**src/hw/rtl/hhp_pkg.sv**
```systemverilog
// Shared types, constants and result codes for the HTTP header line parser.
package hhp_pkg;

    localparam int MAX_HEADERS = 32;
    localparam int KEY_BYTES   = 64;
    localparam int VALUE_BYTES = 256;

    localparam int KEY_DEPTH = KEY_BYTES - 1;
    localparam int KEY_AW    = (KEY_DEPTH > 1) ? $clog2(KEY_DEPTH) : 1;
    localparam int KLEN_W    = 6;
    localparam int VLEN_W    = 8;
    localparam int SEEN_W    = 6;
    localparam int IDX_W     = 5;
    localparam int KIND_W    = 3;
    localparam int CH_W      = 8;

    localparam logic [KLEN_W-1:0] KEY_MAX = KLEN_W'(KEY_DEPTH);
    localparam logic [VLEN_W-1:0] VAL_MAX = VLEN_W'(VALUE_BYTES - 1);
    localparam logic [SEEN_W-1:0] HDR_MAX = SEEN_W'(MAX_HEADERS);

    localparam int Q_DEPTH = 4;
    localparam int Q_AW    = 2;

    localparam logic [KIND_W-1:0] K_KEYCH   = 3'd0;
    localparam logic [KIND_W-1:0] K_KEYDONE = 3'd1;
    localparam logic [KIND_W-1:0] K_VALCH   = 3'd2;
    localparam logic [KIND_W-1:0] K_VALDONE = 3'd3;
    localparam logic [KIND_W-1:0] K_HDRDONE = 3'd4;

    localparam logic [CH_W-1:0] CH_NUL   = 8'h00;
    localparam logic [CH_W-1:0] CH_LF    = 8'h0A;
    localparam logic [CH_W-1:0] CH_CR    = 8'h0D;
    localparam logic [CH_W-1:0] CH_SPACE = 8'h20;
    localparam logic [CH_W-1:0] CH_COLON = 8'h3A;

    // one queue entry: either a single result word or a key release burst
    typedef struct packed {
        logic              is_rel;
        logic [KIND_W-1:0] kind;
        logic [CH_W-1:0]   ch;
        logic [IDX_W-1:0]  idx;
        logic [SEEN_W-1:0] total;
        logic              last;
        logic [KLEN_W-1:0] len;
    } t_cmd;

    typedef struct packed {
        logic              we;
        logic [KEY_AW-1:0] addr;
        logic [CH_W-1:0]   data;
    } t_kwr;

endpackage

```
**src/hw/rtl/hhp_queue.sv**
```systemverilog
// Short command queue between the parser front end and the result back end.
module hhp_queue
    import hhp_pkg::*;
(
    input  logic i_clk,
    input  logic i_rst_n,
    input  logic i_push,
    input  t_cmd i_data,
    input  logic i_pop,
    output t_cmd o_head,
    output logic o_empty,
    output logic o_full
);

    t_cmd              r_mem [Q_DEPTH];
    logic [Q_AW-1:0]   r_wp;
    logic [Q_AW-1:0]   r_rp;
    logic [Q_AW:0]     r_cnt;
    logic [Q_AW-1:0]   n_wp;
    logic [Q_AW-1:0]   n_rp;
    logic [Q_AW:0]     n_cnt;
    logic              do_push;
    logic              do_pop;

    assign o_empty = (r_cnt == '0);
    assign o_full  = (r_cnt == (Q_AW+1)'(Q_DEPTH));
    assign o_head  = r_mem[r_rp];
    assign do_push = i_push && !o_full;
    assign do_pop  = i_pop && !o_empty;

    always_comb begin
        n_wp  = do_push ? r_wp + 1'b1 : r_wp;
        n_rp  = do_pop ? r_rp + 1'b1 : r_rp;
        n_cnt = r_cnt;
        if (do_push && !do_pop) begin
            n_cnt = r_cnt + 1'b1;
        end else if (do_pop && !do_push) begin
            n_cnt = r_cnt - 1'b1;
        end
    end

    always_ff @(posedge i_clk) begin
        if (!i_rst_n) begin
            r_wp  <= '0;
            r_rp  <= '0;
            r_cnt <= '0;
        end else begin
            r_wp  <= n_wp;
            r_rp  <= n_rp;
            r_cnt <= n_cnt;
        end
    end

    always_ff @(posedge i_clk) begin
        if (do_push) begin
            r_mem[r_wp] <= i_data;
        end
    end

    property p_no_overflow;
        @(posedge i_clk) disable iff (!i_rst_n) r_cnt <= (Q_AW+1)'(Q_DEPTH);
    endproperty
    a_no_overflow: assert property (p_no_overflow) else $error("queue count past depth");

    property p_push_room;
        @(posedge i_clk) disable iff (!i_rst_n) (i_push && !i_pop) |-> !o_full;
    endproperty
    a_push_room: assert property (p_push_room) else $error("push into full queue");

    property p_pop_count;
        @(posedge i_clk) disable iff (!i_rst_n)
            (do_pop && !do_push) |=> (r_cnt == $past(r_cnt) - 1'b1);
    endproperty
    a_pop_count: assert property (p_pop_count) else $error("queue count lost on pop");

endmodule

```
**src/hw/rtl/hhp_front.sv**
```systemverilog
// Front end: accepts request bytes, tracks the line phase, fills the key store, queues commands.
module hhp_front
    import hhp_pkg::*;
(
    input  logic            i_clk,
    input  logic            i_rst_n,
    input  logic            i_valid,
    output logic            o_stall,
    input  logic [CH_W-1:0] i_ch,
    input  logic            i_is_end,
    output logic            o_q_push,
    output t_cmd            o_q_data,
    input  logic            i_q_full,
    output t_kwr            o_kwr,
    input  logic            i_rel_done
);

    localparam logic [2:0] PH_SKIP  = 3'd0;
    localparam logic [2:0] PH_LINE  = 3'd1;
    localparam logic [2:0] PH_KEY   = 3'd2;
    localparam logic [2:0] PH_LEAD  = 3'd3;
    localparam logic [2:0] PH_VALUE = 3'd4;
    localparam logic [2:0] PH_DONE  = 3'd5;

    logic [2:0]        r_phase,    n_phase;
    logic [KLEN_W-1:0] r_klen,     n_klen;
    logic [VLEN_W-1:0] r_vlen,     n_vlen;
    logic [SEEN_W-1:0] r_seen,     n_seen;
    logic              r_pcr,      n_pcr;
    logic              r_rel_busy, n_rel_busy;
    logic              r_pend_v,   n_pend_v;
    t_cmd              r_pend,     n_pend;

    logic              accept;
    logic              hazard;
    logic [1:0]        nw;
    t_cmd              w0;
    t_cmd              w1;
    logic [SEEN_W-1:0] seen_inc;
    logic              e1;
    logic              e2;
    logic [VLEN_W-1:0] vlen1;

    function automatic t_cmd mk_word(input logic [KIND_W-1:0] kind,
                                     input logic [CH_W-1:0] ch,
                                     input logic [IDX_W-1:0] idx,
                                     input logic [SEEN_W-1:0] total);
        t_cmd w;
        w        = '0;
        w.kind   = kind;
        w.ch     = ch;
        w.idx    = idx;
        w.total  = total;
        return w;
    endfunction

    // hold key bytes back while the back end still reads the store
    assign hazard   = r_rel_busy && (r_phase == PH_LINE || r_phase == PH_KEY);
    assign o_stall  = i_q_full || r_pend_v || hazard;
    assign accept   = i_valid && !o_stall;
    assign seen_inc = r_seen + 1'b1;

    always_comb begin
        n_phase = r_phase;
        n_klen  = r_klen;
        n_vlen  = r_vlen;
        n_seen  = r_seen;
        n_pcr   = r_pcr;
        nw      = 2'd0;
        w0      = '0;
        w1      = '0;
        o_kwr   = '0;
        e1      = 1'b0;
        e2      = 1'b0;
        vlen1   = r_vlen;
        if (accept) begin
            if (i_is_end) begin
                if (r_phase == PH_LEAD || r_phase == PH_VALUE) begin
                    w0 = mk_word(K_VALDONE, CH_NUL, r_seen[IDX_W-1:0], '0);
                    w1 = mk_word(K_HDRDONE, CH_NUL, '0, seen_inc);
                    nw = 2'd2;
                end else if (r_phase != PH_DONE) begin
                    w0 = mk_word(K_HDRDONE, CH_NUL, '0, r_seen);
                    nw = 2'd1;
                end
                n_phase = PH_SKIP;
                n_klen  = '0;
                n_vlen  = '0;
                n_seen  = '0;
                n_pcr   = 1'b0;
            end else begin
                unique case (r_phase) inside
                    PH_SKIP: begin
                        if (i_ch == CH_NUL) begin
                            w0      = mk_word(K_HDRDONE, CH_NUL, '0, r_seen);
                            nw      = 2'd1;
                            n_phase = PH_DONE;
                        end else if (i_ch == CH_LF) begin
                            n_phase = PH_LINE;
                        end
                    end
                    PH_LINE, PH_KEY: begin
                        if (r_phase == PH_LINE &&
                            (i_ch == CH_NUL || i_ch == CH_CR || i_ch == CH_LF)) begin
                            w0      = mk_word(K_HDRDONE, CH_NUL, '0, r_seen);
                            nw      = 2'd1;
                            n_phase = PH_DONE;
                        end else if (i_ch == CH_NUL) begin
                            w0      = mk_word(K_HDRDONE, CH_NUL, '0, r_seen);
                            nw      = 2'd1;
                            n_phase = PH_DONE;
                        end else if (i_ch == CH_LF) begin
                            n_klen  = '0;
                            n_phase = PH_LINE;
                        end else if (i_ch == CH_COLON) begin
                            w0        = mk_word(K_KEYDONE, CH_NUL, r_seen[IDX_W-1:0], '0);
                            w0.is_rel = 1'b1;
                            w0.len    = (r_phase == PH_LINE) ? '0 : r_klen;
                            nw        = 2'd1;
                            n_klen    = '0;
                            n_vlen    = '0;
                            n_pcr     = 1'b0;
                            n_phase   = PH_LEAD;
                        end else begin
                            n_phase = PH_KEY;
                            if (r_phase == PH_LINE) begin
                                o_kwr.we   = 1'b1;
                                o_kwr.addr = '0;
                                o_kwr.data = i_ch;
                                n_klen     = KLEN_W'(1);
                            end else if (r_klen < KEY_MAX) begin
                                o_kwr.we   = 1'b1;
                                o_kwr.addr = r_klen[KEY_AW-1:0];
                                o_kwr.data = i_ch;
                                n_klen     = r_klen + 1'b1;
                            end
                        end
                    end
                    PH_LEAD, PH_VALUE: begin
                        if (!(r_phase == PH_LEAD && i_ch == CH_SPACE)) begin
                            n_phase = PH_VALUE;
                            if (i_ch == CH_NUL) begin
                                w0      = mk_word(K_VALDONE, CH_NUL, r_seen[IDX_W-1:0], '0);
                                w1      = mk_word(K_HDRDONE, CH_NUL, '0, seen_inc);
                                nw      = 2'd2;
                                n_seen  = seen_inc;
                                n_pcr   = 1'b0;
                                n_phase = PH_DONE;
                            end else if (i_ch == CH_LF) begin
                                w0     = mk_word(K_VALDONE, CH_NUL, r_seen[IDX_W-1:0], '0);
                                nw     = 2'd1;
                                n_seen = seen_inc;
                                n_pcr  = 1'b0;
                                if (seen_inc >= HDR_MAX) begin
                                    w1      = mk_word(K_HDRDONE, CH_NUL, '0, seen_inc);
                                    nw      = 2'd2;
                                    n_phase = PH_DONE;
                                end else begin
                                    n_phase = PH_LINE;
                                end
                            end else begin
                                // a held CR becomes a value char if a non-LF/NUL byte follows
                                e1    = r_pcr && (r_vlen < VAL_MAX);
                                vlen1 = r_vlen + VLEN_W'(e1);
                                e2    = (i_ch != CH_CR) && (vlen1 < VAL_MAX);
                                n_pcr = (i_ch == CH_CR);
                                if (e1) begin
                                    w0 = mk_word(K_VALCH, CH_CR, r_seen[IDX_W-1:0], '0);
                                    w1 = mk_word(K_VALCH, i_ch, r_seen[IDX_W-1:0], '0);
                                    nw = e2 ? 2'd2 : 2'd1;
                                end else if (e2) begin
                                    w0 = mk_word(K_VALCH, i_ch, r_seen[IDX_W-1:0], '0);
                                    nw = 2'd1;
                                end
                                n_vlen = vlen1 + VLEN_W'(e2);
                            end
                        end
                    end
                    default: begin
                        n_phase = PH_DONE;
                    end
                endcase
            end
        end
        if (nw == 2'd1) begin
            w0.last = 1'b1;
        end
        if (nw == 2'd2) begin
            w1.last = 1'b1;
        end
    end

    always_comb begin
        o_q_push   = (r_pend_v && !i_q_full) || (accept && nw != 2'd0);
        o_q_data   = r_pend_v ? r_pend : w0;
        n_pend     = r_pend;
        n_pend_v   = r_pend_v;
        n_rel_busy = r_rel_busy;
        if (accept && nw == 2'd2) begin
            n_pend   = w1;
            n_pend_v = 1'b1;
        end else if (r_pend_v && !i_q_full) begin
            n_pend_v = 1'b0;
        end
        if (accept && nw != 2'd0 && w0.is_rel) begin
            n_rel_busy = 1'b1;
        end else if (i_rel_done) begin
            n_rel_busy = 1'b0;
        end
    end

    always_ff @(posedge i_clk) begin
        if (!i_rst_n) begin
            r_phase    <= PH_SKIP;
            r_klen     <= '0;
            r_vlen     <= '0;
            r_seen     <= '0;
            r_pcr      <= 1'b0;
            r_rel_busy <= 1'b0;
            r_pend_v   <= 1'b0;
        end else begin
            r_phase    <= n_phase;
            r_klen     <= n_klen;
            r_vlen     <= n_vlen;
            r_seen     <= n_seen;
            r_pcr      <= n_pcr;
            r_rel_busy <= n_rel_busy;
            r_pend_v   <= n_pend_v;
        end
    end

    always_ff @(posedge i_clk) begin
        r_pend <= n_pend;
    end

    property p_no_write_in_release;
        @(posedge i_clk) disable iff (!i_rst_n) o_kwr.we |-> !r_rel_busy;
    endproperty
    a_no_write_in_release: assert property (p_no_write_in_release)
        else $error("key store written during release");

    property p_klen_range;
        @(posedge i_clk) disable iff (!i_rst_n) r_klen <= KEY_MAX;
    endproperty
    a_klen_range: assert property (p_klen_range) else $error("key length past store");

    property p_seen_range;
        @(posedge i_clk) disable iff (!i_rst_n) r_seen <= HDR_MAX;
    endproperty
    a_seen_range: assert property (p_seen_range) else $error("header count past limit");

endmodule

```
**src/hw/rtl/hhp_back.sv**
```systemverilog
// Back end: key store, key release sequencer and the result output register.
module hhp_back
    import hhp_pkg::*;
(
    input  logic              i_clk,
    input  logic              i_rst_n,
    input  t_kwr              i_kwr,
    input  t_cmd              i_head,
    input  logic              i_q_empty,
    output logic              o_q_pop,
    output logic              o_rel_done,
    output logic              o_valid,
    input  logic              i_stall,
    output logic [KIND_W-1:0] o_kind,
    output logic [CH_W-1:0]   o_out_char,
    output logic [IDX_W-1:0]  o_header_index,
    output logic [SEEN_W-1:0] o_header_total,
    output logic              o_run_last
);

    localparam logic [1:0] ST_IDLE = 2'd0;
    localparam logic [1:0] ST_RD   = 2'd1;
    localparam logic [1:0] ST_WR   = 2'd2;
    localparam logic [1:0] ST_KD   = 2'd3;

    logic [CH_W-1:0]   r_key [KEY_DEPTH];
    logic [CH_W-1:0]   r_rd_data;
    logic [1:0]        r_state, n_state;
    logic [KLEN_W-1:0] r_cnt,   n_cnt;
    logic [KLEN_W-1:0] r_len,   n_len;
    logic [IDX_W-1:0]  r_idx,   n_idx;
    logic              r_o_valid;
    logic [KIND_W-1:0] r_kind;
    logic [CH_W-1:0]   r_char;
    logic [IDX_W-1:0]  r_index;
    logic [SEEN_W-1:0] r_total;
    logic              r_last;

    logic              slot_free;
    logic              rd_en;
    logic              load;
    t_cmd              ld;

    assign slot_free = !r_o_valid || !i_stall;

    always_comb begin
        n_state    = r_state;
        n_cnt      = r_cnt;
        n_len      = r_len;
        n_idx      = r_idx;
        o_q_pop    = 1'b0;
        o_rel_done = 1'b0;
        rd_en      = 1'b0;
        load       = 1'b0;
        ld         = '0;
        unique case (r_state)
            ST_IDLE: begin
                if (!i_q_empty) begin
                    if (i_head.is_rel) begin
                        o_q_pop = 1'b1;
                        n_len   = i_head.len;
                        n_idx   = i_head.idx;
                        n_cnt   = '0;
                        n_state = (i_head.len == '0) ? ST_KD : ST_RD;
                    end else if (slot_free) begin
                        o_q_pop = 1'b1;
                        load    = 1'b1;
                        ld      = i_head;
                    end
                end
            end
            ST_RD: begin
                rd_en   = 1'b1;
                n_state = ST_WR;
            end
            ST_WR: begin
                if (slot_free) begin
                    load     = 1'b1;
                    ld.kind  = K_KEYCH;
                    ld.ch    = r_rd_data;
                    ld.idx   = r_idx;
                    n_cnt    = r_cnt + 1'b1;
                    n_state  = (n_cnt < r_len) ? ST_RD : ST_KD;
                end
            end
            ST_KD: begin
                if (slot_free) begin
                    load       = 1'b1;
                    ld.kind    = K_KEYDONE;
                    ld.idx     = r_idx;
                    ld.last    = 1'b1;
                    o_rel_done = 1'b1;
                    n_state    = ST_IDLE;
                end
            end
            default: begin
                n_state = ST_IDLE;
            end
        endcase
    end

    always_ff @(posedge i_clk) begin
        if (!i_rst_n) begin
            r_state   <= ST_IDLE;
            r_cnt     <= '0;
            r_len     <= '0;
            r_o_valid <= 1'b0;
        end else begin
            r_state <= n_state;
            r_cnt   <= n_cnt;
            r_len   <= n_len;
            if (load) begin
                r_o_valid <= 1'b1;
            end else if (!i_stall) begin
                r_o_valid <= 1'b0;
            end
        end
    end

    always_ff @(posedge i_clk) begin
        r_idx <= n_idx;
        if (load) begin
            r_kind  <= ld.kind;
            r_char  <= ld.ch;
            r_index <= ld.idx;
            r_total <= ld.total;
            r_last  <= ld.last;
        end
    end

    always_ff @(posedge i_clk) begin
        if (i_kwr.we) begin
            r_key[i_kwr.addr] <= i_kwr.data;
        end
    end

    always_ff @(posedge i_clk) begin
        if (rd_en) begin
            r_rd_data <= r_key[r_cnt[KEY_AW-1:0]];
        end
    end

    assign o_valid        = r_o_valid;
    assign o_kind         = r_kind;
    assign o_out_char     = r_char;
    assign o_header_index = r_index;
    assign o_header_total = r_total;
    assign o_run_last     = r_last;

    property p_read_in_range;
        @(posedge i_clk) disable iff (!i_rst_n) (r_state == ST_RD) |-> (r_cnt < r_len);
    endproperty
    a_read_in_range: assert property (p_read_in_range) else $error("key read past length");

    property p_wr_after_rd;
        @(posedge i_clk) disable iff (!i_rst_n)
            (r_state == ST_WR) |-> ($past(r_state) == ST_RD || $past(r_state) == ST_WR);
    endproperty
    a_wr_after_rd: assert property (p_wr_after_rd) else $error("key char without read");

    property p_done_is_last;
        @(posedge i_clk) disable iff (!i_rst_n)
            (r_o_valid && (r_kind == K_KEYDONE || r_kind == K_HDRDONE)) |-> r_last;
    endproperty
    a_done_is_last: assert property (p_done_is_last) else $error("done mark not last");

endmodule

```
**src/hw/rtl/http_header_line_parser.sv**
```systemverilog
// Top level of the HTTP header line parser: front end, command queue, back end.
//
//   channel  direction  handshake           word
//   input    in         i_valid / o_stall   i_ch, i_is_end
//   output   out        o_valid / i_stall   o_kind, o_out_char, o_header_index,
//                                           o_header_total, o_run_last
//
// A byte that yields two results (a held CR plus a char, value done plus headers done)
// parks the second in a pending register and stalls the input until it is queued.
// At a colon the back end pops the release command, then releases each kept key char
// through the key store read register and then the output register, then key done.
// Key bytes of the next line wait until that release is finished.
// Reset clears all control state; the key store is not cleared.
// Either side may stall; the four-entry command queue and the output register hold words.
module http_header_line_parser
    import hhp_pkg::*;
(
    input  logic              i_clk,
    input  logic              i_rst_n,
    input  logic              i_valid,
    output logic              o_stall,
    input  logic [CH_W-1:0]   i_ch,
    input  logic              i_is_end,
    output logic              o_valid,
    input  logic              i_stall,
    output logic [KIND_W-1:0] o_kind,
    output logic [CH_W-1:0]   o_out_char,
    output logic [IDX_W-1:0]  o_header_index,
    output logic [SEEN_W-1:0] o_header_total,
    output logic              o_run_last
);

    logic q_push;
    t_cmd q_data;
    logic q_full;
    logic q_empty;
    logic q_pop;
    t_cmd q_head;
    t_kwr kwr;
    logic rel_done;

    hhp_front u_front (
        .i_clk      (i_clk),
        .i_rst_n    (i_rst_n),
        .i_valid    (i_valid),
        .o_stall    (o_stall),
        .i_ch       (i_ch),
        .i_is_end   (i_is_end),
        .o_q_push   (q_push),
        .o_q_data   (q_data),
        .i_q_full   (q_full),
        .o_kwr      (kwr),
        .i_rel_done (rel_done)
    );

    hhp_queue u_queue (
        .i_clk   (i_clk),
        .i_rst_n (i_rst_n),
        .i_push  (q_push),
        .i_data  (q_data),
        .i_pop   (q_pop),
        .o_head  (q_head),
        .o_empty (q_empty),
        .o_full  (q_full)
    );

    hhp_back u_back (
        .i_clk          (i_clk),
        .i_rst_n        (i_rst_n),
        .i_kwr          (kwr),
        .i_head         (q_head),
        .i_q_empty      (q_empty),
        .o_q_pop        (q_pop),
        .o_rel_done     (rel_done),
        .o_valid        (o_valid),
        .i_stall        (i_stall),
        .o_kind         (o_kind),
        .o_out_char     (o_out_char),
        .o_header_index (o_header_index),
        .o_header_total (o_header_total),
        .o_run_last     (o_run_last)
    );

endmodule
```
**config.mk**
```make
export PLATFORM = sky130hd
export DESIGN_NAME = http_header_line_parser
export DESIGN_NICKNAME = d
export VERILOG_FILES = /design/src/hw/rtl/hhp_pkg.sv /design/src/hw/rtl/hhp_queue.sv /design/src/hw/rtl/hhp_front.sv /design/src/hw/rtl/hhp_back.sv /design/src/hw/rtl/http_header_line_parser.sv
export SDC_FILE = /design/constraint.sdc
export NUM_CORES = 1
export LEC_CHECK = 0
export BUFFER_PORTS_ARGS = -buffer_cell sky130_fd_sc_hd__buf_2
export CAP_MARGIN = 5
export CELL_PAD_IN_SITES_DETAIL_PLACEMENT = 0
export CELL_PAD_IN_SITES_GLOBAL_PLACEMENT = 1
export CORE_ASPECT_RATIO = 1.5
export CORE_UTILIZATION = 35
export DETAILED_ROUTE_END_ITERATION = 12
export GPL_ROUTABILITY_DRIVEN = 0
export PLACE_DENSITY = 0.61
export REMOVE_ABC_BUFFERS = 1
export SYNTH_ARGS = -nofsm -noshare
export SYNTH_HDL_FRONTEND = slang
export SYNTH_HIERARCHICAL = 1
export SYNTH_SLANG_ARGS = --single-unit
```
**constraint.sdc**
```tcl
create_clock -name i_clk -period 6 [get_ports i_clk]
set_input_delay 1.2 -clock i_clk [delete_from_list [all_inputs] [get_ports i_clk]]
set_output_delay 1.2 -clock i_clk [all_outputs]
set_load 0.01 [all_outputs]
```
== After elaboration in Yosys (flattened, before gate mapping) ==
Memories as Yosys holds them, arrays and structs flattened. A register that Yosys moved wholly into a read port is not among the register bits.
Cells that the tools add are included.

* Flip-flop bits (word level): 106
* Latch bits: 0
* RAM bits: 624
* Memory bits (read-only): 0
* Output and inout bits: 25
* Memories: 2

* $add $sub $neg: 9
* $mul: 0
* Divide/modulo/power cells: 0
* $lt $le $gt $ge: 5
* Equality and inequality tests: 32
* Shift-type cells: 0
* Mux-type cells: 140
* Bitwise operators: 3
* Reductions and logical operators: 56

{| class="wikitable"
|+ Memories
! memory !! depth !! width !! read ports !! clocked after memory_dff !! write ports !! line !! text
|-
| u_back.r_key || 63 || 8 || 1 || 1 || 1 || hhp_back.sv:26 || <nowiki>logic [CH_W-1:0] r_key [KEY_DEPTH];</nowiki>
|-
| u_queue.r_mem || 4 || 30 || 1 || 1 || 1 || hhp_queue.sv:15 || <nowiki>t_cmd r_mem [Q_DEPTH];</nowiki>
|}

{| class="wikitable"
|+ Operator list
! cell !! number
|-
| 30-bit 2-to-1 mux || 16
|-
| 29-bit 2-to-1 mux || 8
|-
| 15-bit 2-to-1 mux || 9
|-
| 6-bit 2-to-1 mux || 17
|-
| 30-bit case mux with 3 select lines || 1
|-
| 8-bit 2-to-1 mux || 8
|-
| 28-bit 2-to-1 mux || 2
|-
| 2-bit 2-to-1 mux || 20
|-
| 3-bit 2-to-1 mux || 12
|-
| 1-bit 2-to-1 mux || 33
|-
| 8-bit case mux with 2 select lines || 2
|-
| 3-bit != test, second input constant || 7
|-
| 6-bit by 1-bit adder with 6-bit output, second input constant || 3
|-
| 3-bit case mux with 3 select lines || 2
|-
| 8-bit by 1-bit adder with 8-bit output || 2
|-
| 8-bit by 4-bit equality test with 1-bit output, second input constant || 2
|-
| 8-bit by 6-bit equality test with 1-bit output, second input constant || 2
|-
| 8-bit less-than comparator, second input constant || 2
|-
| 5-bit case mux with 3 select lines || 1
|-
| 1-bit logical AND || 14
|-
| 2-bit nonzero test || 7
|-
| 13-bit 2-to-1 mux || 1
|-
| 6-bit case mux with 2 select lines || 1
|-
| 4-bit AND reduction || 3
|-
| 36 further kinds || 70
|}

== Longest topological paths before layout ==
Gate-level depths: netlist (run 1).

* Word-level depth: 21
* Mapped depth: 25
* Depth with buffers taken out: 23

== Cells and area by module ==
The synthesis (run 1) kept the hierarchy.

{| class="wikitable"
|+ Modules (own cells, without submodules)
! module !! times used !! cells an instance !! area an instance (um2)
|-
| hhp_back || 1 || 1111 || 22043.6
|-
| hhp_queue || 1 || 204 || 4805.9
|-
| hhp_front || 1 || 432 || 3509.6
|}

== Worst setup path after synthesis (run 1) ==
Ideal clock, no wire load.

* Path kind: reg-to-reg
* From: reg u_front.r_vlen[3]
* To: reg u_queue.r_cnt[2]
* Library setup time: 0.070 ns
* Arrival time: 4.785 ns
* Path slack: 1.145 ns
* Cell stages (with the launch flop): 25
* Buffers on the path: 2
* Clock period less this slack: 4.855 ns
* Cell sequence: dfxtp_1 -> clkbuf_1 -> nand4_1 -> o21ai_1 -> inv_1 -> ha_1 -> ha_1 -> nor4_1 -> o21ai_0 -> a221oi_1 -> nor2_1 -> inv_1 -> ha_1 -> and2_0 -> o21a_1 -> o31a_1 -> or2_1 -> nor2b_1 -> buf_6 -> ha_1 -> inv_1 -> fa_1 -> xor2_1 -> or3_1 -> a21boi_1

* Cells in the longest elaborated chain, start to end: 20
* Elaborated cells between the ends (all ways): 23

{| class="wikitable"
|+ RTL lines
! what !! line !! text
|-
| start: declaration || hhp_front.sv:27 || <nowiki>logic [VLEN_W-1:0] r_vlen, n_vlen;</nowiki>
|-
| start signal: assignment || hhp_front.sv:224 || <nowiki>r_vlen <= n_vlen;</nowiki>
|-
| 8-bit less-than comparator || hhp_front.sv:163 || <nowiki>e1 = r_pcr && (r_vlen < VAL_MAX);</nowiki>
|-
| 1-bit logical AND || hhp_front.sv:163 ||
|-
| 8-bit by 1-bit adder with 8-bit output || hhp_front.sv:164 || <nowiki>vlen1 = r_vlen + VLEN_W'(e1);</nowiki>
|-
| 8-bit less-than comparator || hhp_front.sv:165 || <nowiki>e2 = (i_ch != CH_CR) && (vlen1 < VAL_MAX);</nowiki>
|-
| 1-bit logical AND || hhp_front.sv:165 ||
|-
| 1-bit 2-to-1 mux / 2-bit 2-to-1 mux (equally long branches) || hhp_front.sv:171, hhp_front.sv:170 ||
|-
| 2-bit 2-to-1 mux * || hhp_front.sv:167 || <nowiki>if (e1) begin</nowiki>
|-
| 2-bit 2-to-1 mux * || hhp_front.sv:149 || <nowiki>end else if (i_ch == CH_LF) begin</nowiki>
|-
| [6 not listed] || n/a ||
|-
| 1-bit logical AND * || hhp_front.sv:194 || <nowiki>o_q_push = (r_pend_v && !i_q_full) || (accept && nw != 2'd0);</nowiki>
|-
| 1-bit logical OR * || hhp_front.sv:194 ||
|-
| net q_push || http_header_line_parser.sv:33 || <nowiki>logic q_push;</nowiki>
|-
| 1-bit logical AND * || hhp_queue.sv:28 || <nowiki>assign do_push = i_push && !o_full;</nowiki>
|-
| net u_queue.do_push || hhp_queue.sv:22 || <nowiki>logic do_push;</nowiki>
|-
| 1-bit zero test || hhp_queue.sv:37 || <nowiki>end else if (do_pop && !do_push) begin</nowiki>
|-
| 1-bit logical AND || hhp_queue.sv:37 ||
|-
| 2-bit nonzero test (no source line) || n/a ||
|-
| end signal: assignment || hhp_queue.sv:50 || <nowiki>r_cnt <= n_cnt;</nowiki>
|-
| end: declaration || hhp_queue.sv:18 || <nowiki>logic [Q_AW:0] r_cnt;</nowiki>
|}

Mark *: on every way through the listed nets, which the timed path passes. The rest lies on a longest branch.
A chain may end at the register's enable or synchronous reset.

== Final worst setup path (run 1) ==
* From: reg u_front.r_vlen[2]
* To: reg u_queue.r_cnt[2]

* Cells in the longest elaborated chain, start to end: 20
* Elaborated cells between the ends (all ways): 23

{| class="wikitable"
|+ RTL lines
! what !! line
|-
| 8-bit less-than comparator || hhp_front.sv:163
|-
| 1-bit logical AND || hhp_front.sv:163
|-
| 8-bit by 1-bit adder with 8-bit output || hhp_front.sv:164
|-
| 8-bit less-than comparator || hhp_front.sv:165
|-
| 1-bit logical AND || hhp_front.sv:165
|-
| 1-bit 2-to-1 mux / 2-bit 2-to-1 mux (equally long branches) || hhp_front.sv:171, hhp_front.sv:170
|-
| 2-bit 2-to-1 mux * || hhp_front.sv:167
|-
| 2-bit 2-to-1 mux * || hhp_front.sv:149
|-
| [5 not listed] || n/a
|-
| 2-bit nonzero test * || hhp_front.sv:194
|-
| 1-bit logical AND * || hhp_front.sv:194
|-
| 1-bit logical OR * || hhp_front.sv:194
|-
| net q_push || http_header_line_parser.sv:33
|-
| 1-bit logical AND * || hhp_queue.sv:28
|-
| 1-bit zero test || hhp_queue.sv:37
|-
| 1-bit logical AND || hhp_queue.sv:37
|-
| 2-bit nonzero test (no source line) || n/a
|}

Marks and branches as above.

==> summary.md, run 1 <==
| Metric | Value |
|---|---|
| DRT Wirelength | 71700 um |
| Leading area contributor after synthesis | edfxtp_1 |
| Avg Inst Size Synth | 17.4 sq um |
| Post-route DRC violation count | 0 |
| Setup TNS | 0 ns |
| Synth Cell Area | 30400 sq um |
| Routed vias/inst | 5.29 |
| Ys flop type | edfxtp_1 |
| Endpoint class of the critical path | flip-flop |
| CP Class | flip-flop to flip-flop |
| F_max | 183 MHz |
| Initial core utilization | 35.6% |
| Final Skew | 0.0223 ns |
| Sink Count | 732 |
| Max-cap check violation count | 0 |
| Ranking of synthesized cells by area | edfxtp_1 (67%), mux4_2 (11%), dfxtp_1 (3.3%), mux2i_1 (1.5%), nor2_1 (1.3%) |
| CP Launch Type | flip-flop |
| Final Setup Violations | 0 |
| Post-CTS Setup Inserts | 0 |
| Final non-filler cell total | 3005 |
| Min cycle time layout | 5.45 ns |
| Number of synthesized flops with an enable pin | 682 |
| Unrepaired setup endpoints after global routing | false |
| Clk root buf | clkbuf_16 |
| Worst slew pin tran | 0.959 ns |
| Origin of the worst setup path | u_front/r_vlen[2]$_SDFFE_PN0P_ |
| Outcome | finished clean |
| # IOs | 38 |
| Synth top area share | 67.5% |
| Max-slew violations | 0 |
| R2R cell count | 22 |
| Clock Path Buffers | 3 |
| Hold path cells | 2 |
| HP Class | flip-flop to flip-flop |
| Yosys reg bits | 732 |
| Req. time, crit path | 6.56 ns |
| Ys async rst share | 0% |
| CTS tree | built |
| Power Density | 341 nW/um^2 |
| Max IR drop VDD | 0.000234 V |
| CTS buffer count | 73 |
| Placed Cells | 2872 |
| Hold Crit Start | u_back/r_len[4]$_SDFFE_PN0P_ |
| Final hold violation count | 0 |
| Crit-path max FO | 14 |
| Worst rel slew slack | 35.6% |
| P&R area growth vs syn | 12.6% |
| 1st-pass router iterations | 5 |
| R2r setup slk | 0.55 ns |
| CTS clk-pin slew, worst paths | 0.06 ns |
| GR Util All Layers | 16.4% |
| Reg area | 21500 sq um |
| Ant diodes | 0 |
| Multi-input logic area | 8240 sq um |
| Core area | 85400 sq um |
| Worst Hold End | u_back/r_len[4]$_SDFFE_PN0P_ |
| Largest net degree at the start of global routing | 90 |
| Number of port buffers | 37 |
| Synth cell types | 85 |
| Synthesized netlist cell count | 1747 |
| Row count | 131 |
| Die ar. | 87900 sq um |
| Antenna violations before repair | 0 |
| Crit share post-route | 90.8% |
| Hpwl dp | 46800 um |
| Clk_lat worst skew | 0.63 ns |
| Synth Warn # | 6 |
| Lkg Pwr | 10.2 nW |
| Ratio of cells with drive above 1 in the final layout | 21.5% |
| Overall Power | 11.6 mW |
| First-pass GRT wire length | 107000 um |
| Total gr overflow | 0 |
| Fill cell count | 7704 |
| Worst flop-to-flop path startpoint | u_front/r_vlen[2]$_SDFFE_PN0P_ |
| Critical register-to-register path endpoint | u_queue/r_cnt[2]$_SDFFE_PN0P_ |
| Final antenna-violating net count | 0 |
| Total vias in the final route | 15900 |
| Iter 0 DRT Violations | 1024 |
| Hold bufs inserted after CTS | 0 |
| Die Ht | 363 um |
| Crit path arrival time | 6.01 ns |
| Drt wl/cell | 23.9 um |
| Die W | 242 um |
| Vias in the first global route | 16600 |
| Total Nets Final | 1855 |
| Seq/Total Area, Yosys | 70.8% |
| CTS H-tree lvls | 3 |
sequential cells by signal, summed over array words and instances, names as in the netlist, 2 cells and up, named ones only:
signal	flops
u_back/r_rd_data	8
u_queue/r_wp	2
u_front/r_klen	6
u_front/r_vlen	8
u_back/r_key	504
u_back/o_header_total	6
u_front/r_pend	22
u_front/r_phase	3
u_back/o_kind	3
u_queue/r_cnt	3
u_front/r_seen	6
u_back/r_idx	5
u_queue/r_mem	120
u_back/r_len	6
u_back/o_out_char	8
u_back/o_header_index	5
u_back/r_cnt	6
u_back/r_state	2
u_queue/r_rp	2
logic make-up (layout without fill, tap and decap cells):
family | after synthesis | after routing | synth area share (%)
AOI/OAI and AO/OA | 241 | 241 | 6.01
xor gates and xnor gates | 15 | 15 | 0.433
adders and majority gates | 25 | 25 | 1.06
buffers and inverters | 125 | 253 | 2.20
DFF | 732 | 732 | 70.8
muxes | 197 | 197 | 12.7
and+or+nand+nor | 412 | 412 | 6.87
worst max path at each step:
| stage | end |
|---|---|
| 3_3_place_gp | u_queue/r_cnt[2]$_SDFFE_PN0P_ |
| 3_5_place_dp | u_queue/r_cnt[2]$_SDFFE_PN0P_ |
| 6_report | u_queue/r_cnt[2]$_SDFFE_PN0P_ |
| 2_1_floorplan | u_back/r_state[1]$_SDFFE_PN0P_ |
| 4_1_cts | u_queue/r_cnt[2]$_SDFFE_PN0P_ |
| 5_1_grt | u_queue/r_cnt[2]$_SDFFE_PN0P_ |
power by group:
group	switching (mW)	leakage, nW	internal, mW	total [mW]
combinational	0.790	2.74	0.555	1.34
sequential	0.119	6.35	5.77	5.89
clock	1.93	1.11	2.48	4.41
area by class of cell:
| class | count | area share (%) |
|---|---|---|
| clock buffer | 93 | 5.68 |
| clock inverter | 40 | 1.01 |
| inverter | 27 | 0.297 |
| multi-input combinational | 890 | 24.1 |
| sequential | 732 | 62.9 |
| tap | 1130 | 4.14 |
| timing repair buffer | 93 | 1.88 |
synth_stat cells (9+ instances only):
cell type,n
nor2b_1,15
a21oi_1,32
nor3_1,17
nand3_1,33
and2_1,53
o22ai_1,20
nor4_1,9
edfxtp_1,682
nor2_1,109
buf_4,14
mux2i_1,47
o21ai_1,12
nand2_1,100
o21ai_0,30
buf_2,21
dfxtp_1,50
ha_1,24
clkbuf_1,43
a22o_1,22
nand2b_1,11
a22oi_1,11
buf_6,10
a221oi_1,9
mux4_2,150
inv_1,27
xnor2_1,10
metrics by stage:
stage	cell area (sq um)	setup WS (ns)	hold WS, ns	util (%)
2_1_floorplan	29800	0.186	0.440	-
3_3_place_gp	31900	0.311	0.461	37.3
3_5_place_dp	31900	0.348	0.463	37.3
4_1_cts	34200	0.343	0.472	40.0
5_1_grt	34200	0.0240	0.491	40.0
6_report	34200	0.549	0.468	40.0
worst max-delay path: stages, from the launching register on:
cell and delay (ns):
dfxtp_1 0.51, nand4_1 0.26, o21ai_1 0.24, inv_1 0.11
ha_1 0.19, ha_1 0.34, nor4_1 0.30, o21ai_0 0.11
a221oi_1 0.56, nor2_1 0.18, inv_1 0.10, ha_1 0.11
and2_0 0.12, o21a_1 0.15, o31a_1 0.26, or2_1 0.20
nor2b_2 0.36, ha_1 0.25, inv_1 0.06, fa_1 0.37
xor2_1 0.17, or3_1 0.30, a21boi_1 0.13
cell usage in the layout, fill, tap and decap left out, types with 17 or more instances in the layout:
cell	instances
o22ai_1	20
edfxtp_1	682
mux2i_1	47
buf_2	37
a21oi_1	32
and2_1	45
nor2_1	108
o21ai_0	30
dfxtp_1	46
nand2_1	100
a22o_1	22
nand3_1	33
inv_1	27
nor3_1	17
clkbuf_16	73
buf_4	53
ha_1	24
mux4_2	150
metal layers:
layer  up-vias  share of wire, %  track usage, %
li1       7129                 -               -
met1      8302                39            18.7
met2       354                55            31.4
met3       107               3.6            2.38
met4         0               2.3            4.90
met5         -                 0               0
what timing repair did:
action	CTS	global route
endpoints found under the setup margin	0	1
hold endpoints to repair	0	0
resized for setup	0	1
(Power assumes the default switching activity.)
==> run 2: changes to the inputs <==
--- a/config.mk
+++ b/config.mk
@@ -14,6 +14,7 @@
 export DETAILED_ROUTE_END_ITERATION = 12
 export GPL_ROUTABILITY_DRIVEN = 0
 export PLACE_DENSITY = 0.61
+export RECOVER_POWER = 25
 export REMOVE_ABC_BUFFERS = 1
 export SYNTH_ARGS = -nofsm -noshare
 export SYNTH_HDL_FRONTEND = slang
==> summary.md, run 2 (synthesized netlist as in run 1, its figures left out) <==
| Metric | Value |
|---|---|
| R2r setup slk | 0.56 ns (about the same) |
| Lkg Pwr | 10.1 nW (-1.3%) |
| Max-slew violations | 195 (+195) |
| CTS clk-pin slew, worst paths | 0.06 ns (about the same) |
| CTS tree | built |
| Largest registers | u_back/r_key (504), u_queue/r_mem (120), u_front/r_pend (22) |
| Total Nets Final | 1855 (unchanged) |
| First-pass GRT wire length | 107000 um (unchanged) |
| Largest net degree at the start of global routing | 90 (unchanged) |
| Failing checks | capacitance limit, slew limit |
| CP Launch Type | flip-flop |
| Routed vias/inst | 5.27 (-0.29%) |
| CTS resizes | 0 (unchanged) |
| Final antenna-violating net count | 0 (unchanged) |
| CP dominant cell by count | ha_1 |
| CTS H-tree lvls | 3 (unchanged) |
| CP max stage cell | a221oi_1 |
| Min cycle time layout | 5.44 ns (-0.00933 ns) |
| Overall Power | 11.6 mW (-0.19%) |
| Final hold violation count | 0 (unchanged) |
| F_max | 184 MHz (+0.17%) |
| Outcome | complete, but fails checks |
| Final Setup Violations | 0 (unchanged) |
| Core area | 85400 sq um (unchanged) |
| CTS buffer count | 73 (unchanged) |
| Crit share post-route | 90.7% (-0.16 points) |
| Critical register-to-register path endpoint | u_queue/r_cnt[2]$_SDFFE_PN0P_ |
| # IOs | 38 (unchanged) |
| Die Ht | 363 um (unchanged) |
| Hpwl dp | 46800 um (unchanged) |
| Ant diodes | 0 (unchanged) |
| Worst flop-to-flop path startpoint | u_front/r_vlen[2]$_SDFFE_PN0P_ |
| Power Density | 341 nW/um^2 (+0.18%) |
| Max reg flops | 504 (unchanged) |
| Unrepaired setup endpoints after global routing | false |
| Total gr overflow | 0 (unchanged) |
| Clk_lat worst skew | 0.63 ns (about the same) |
| Req. time, crit path | 6.56 ns (about the same) |
| Total vias in the final route | 15800 (-0.29%) |
| R2R cell count | 22 (unchanged) |
| Worst Hold End | u_back/r_len[4]$_SDFFE_PN0P_ |
| DRT Wirelength | 71800 um (+0.13%) |
| CP Class | flip-flop to flip-flop |
| Setup TNS | 0 ns (unchanged) |
| Iter 0 DRT Violations | 1072 (+4.7%) |
| Worst path max stage delay | 0.56 ns (about the same) |
| Number of port buffers | 37 (unchanged) |
| Vias in the first global route | 16600 (unchanged) |
| Max-cap check violation count | 6 (+6) |
| Hold Crit Start | u_back/r_len[4]$_SDFFE_PN0P_ |
| Die ar. | 87900 sq um (unchanged) |
| Final Skew | 0.0229 ns (+0.000627 ns) |
| Die W | 242 um (unchanged) |
| Crit-path max FO | 14 (unchanged) |
| Ratio of cells with drive above 1 in the final layout | 18.9% (-2.6 points) |
| Antenna violations before repair | 0 (unchanged) |
| Hold bufs inserted after CTS | 0 (unchanged) |
| Endpoint class of the critical path | flip-flop |
| Worst slew pin tran | 2.57 ns (+1.62 ns) |
| GR Util All Layers | 16.4% (unchanged) |
| Commonest non-fill, non-tap cell in the layout | edfxtp_1 |
| Post-CTS Setup Inserts | 0 (unchanged) |
| Biggest register | u_back/r_key |
| Initial core utilization | 35.6% (unchanged) |
| Clock Path Buffers | 3 (unchanged) |
| Row count | 131 (unchanged) |
| 1st-pass router iterations | 5 (unchanged) |
| Most frequent cells in the layout | edfxtp_1 (682), mux4_2 (150), nor2_1 (108), nand2_1 (100), clkbuf_16 (73) |
| Crit path arrival time | 6.00 ns (about the same) |
| Drt wl/cell | 23.9 um (+0.13%) |
| Max IR drop VDD | 0.000234 V (-0.28%) |
| Worst path cell trace | nand4_1 > o21ai_1 > inv_1 > ha_1 > ha_1 > nor4_1 > o21ai_0 > a221oi_1 > nor2_1 > inv_1 > ha_1 > and2_0 > o21a_1 > o31a_1 > or2_1 > nor2b_2 > ha_1 > inv_1 > fa_1 > xor2_1 > or3_1 > a21boi_1 |
| Hold path cells | 2 (unchanged) |
| Post-route DRC violation count | 0 (unchanged) |
| P&R area growth vs syn | 12.2% |
| Worst rel slew slack | -71.7% (-110 points) |
| Clk root buf | clkbuf_16 |
| Sink Count | 732 (unchanged) |
| HP Class | flip-flop to flip-flop |
[run 2: changes by cell type in the layout (fill, tap and decap cells not counted), moves of 6 or more]
cell,delta
buf_2,-26
clkbuf_1,+33
buf_4,-8
and2_0,+22
and2_1,-19
a2bb2oi_1,+6
a2bb2oi_2,-6
[run 2: report_power, final]
part	switching [mW]	internal (mW)
registers	0.119	5.77
clock network	1.93	2.48
logic	0.788	0.533
total	2.84	8.78
[run 2: metal layers]
layer  vias to the layer above  part of all wire [%]  GRT usage [%]
met5                         -                     0              0
met1                      8275                    39           18.7
met2                       346                    55           31.4
met3                       101                   3.7           2.38
li1                       7124                     -              -
met4                         0                   2.2           4.90
[run 2: final cells by class]
cell class	instances	area (sq um)
multi-input combinational	890	8180
inverter	27	101
clock inverter	40	344
tap	1130	1410
clock buffer	93	1940
fill	7740	51300
sequential	732	21500
timing repair buffer	93	582
[run 2: worst max-delay path by stage]
stage	end	from	slack (ns)	cells after the start
finish	u_queue/r_cnt[2]$_SDFFE_PN0P_	u_front/r_vlen[2]$_SDFFE_PN0P_	0.56	22
CTS	u_queue/r_cnt[2]$_SDFFE_PN0P_	u_front/r_vlen[2]$_SDFFE_PN0P_	0.34	22
floorplan	u_back/r_state[1]$_SDFFE_PN0P_	u_back/r_cnt[0]$_SDFFE_PN0P_	0.19	8
global placement	u_queue/r_cnt[2]$_SDFFE_PN0P_	u_front/r_vlen[2]$_SDFFE_PN0P_	0.31	22
global route	u_queue/r_cnt[2]$_SDFFE_PN0P_	u_front/r_vlen[2]$_SDFFE_PN0P_	0.02	22
detailed placement	u_queue/r_cnt[2]$_SDFFE_PN0P_	u_front/r_vlen[2]$_SDFFE_PN0P_	0.35	22
[run 2: through the flow]
stage	worst slack (ns)	hold slack (ns)	area (sq um)	util, %	cells
finish	0.558	0.468	34100	39.9	3005
global placement	0.311	0.461	31900	37.3	2872
detailed placement	0.348	0.463	31900	37.3	2872
CTS	0.343	0.472	34200	40.0	3005
global route	0.0231	0.491	34100	39.9	3005
floorplan	0.186	0.440	29800	-	1649
[run 2: critical path: cells and delay by family, from the launching register on]
kind	cells	cell delay (ns)
and+or+nand+nor	7	1.72
AOI/OAI and AO/OA	6	1.44
adders and majority gates	5	1.26
DFF	1	0.51
buffers and inverters	3	0.27
xor gates and xnor gates	1	0.17
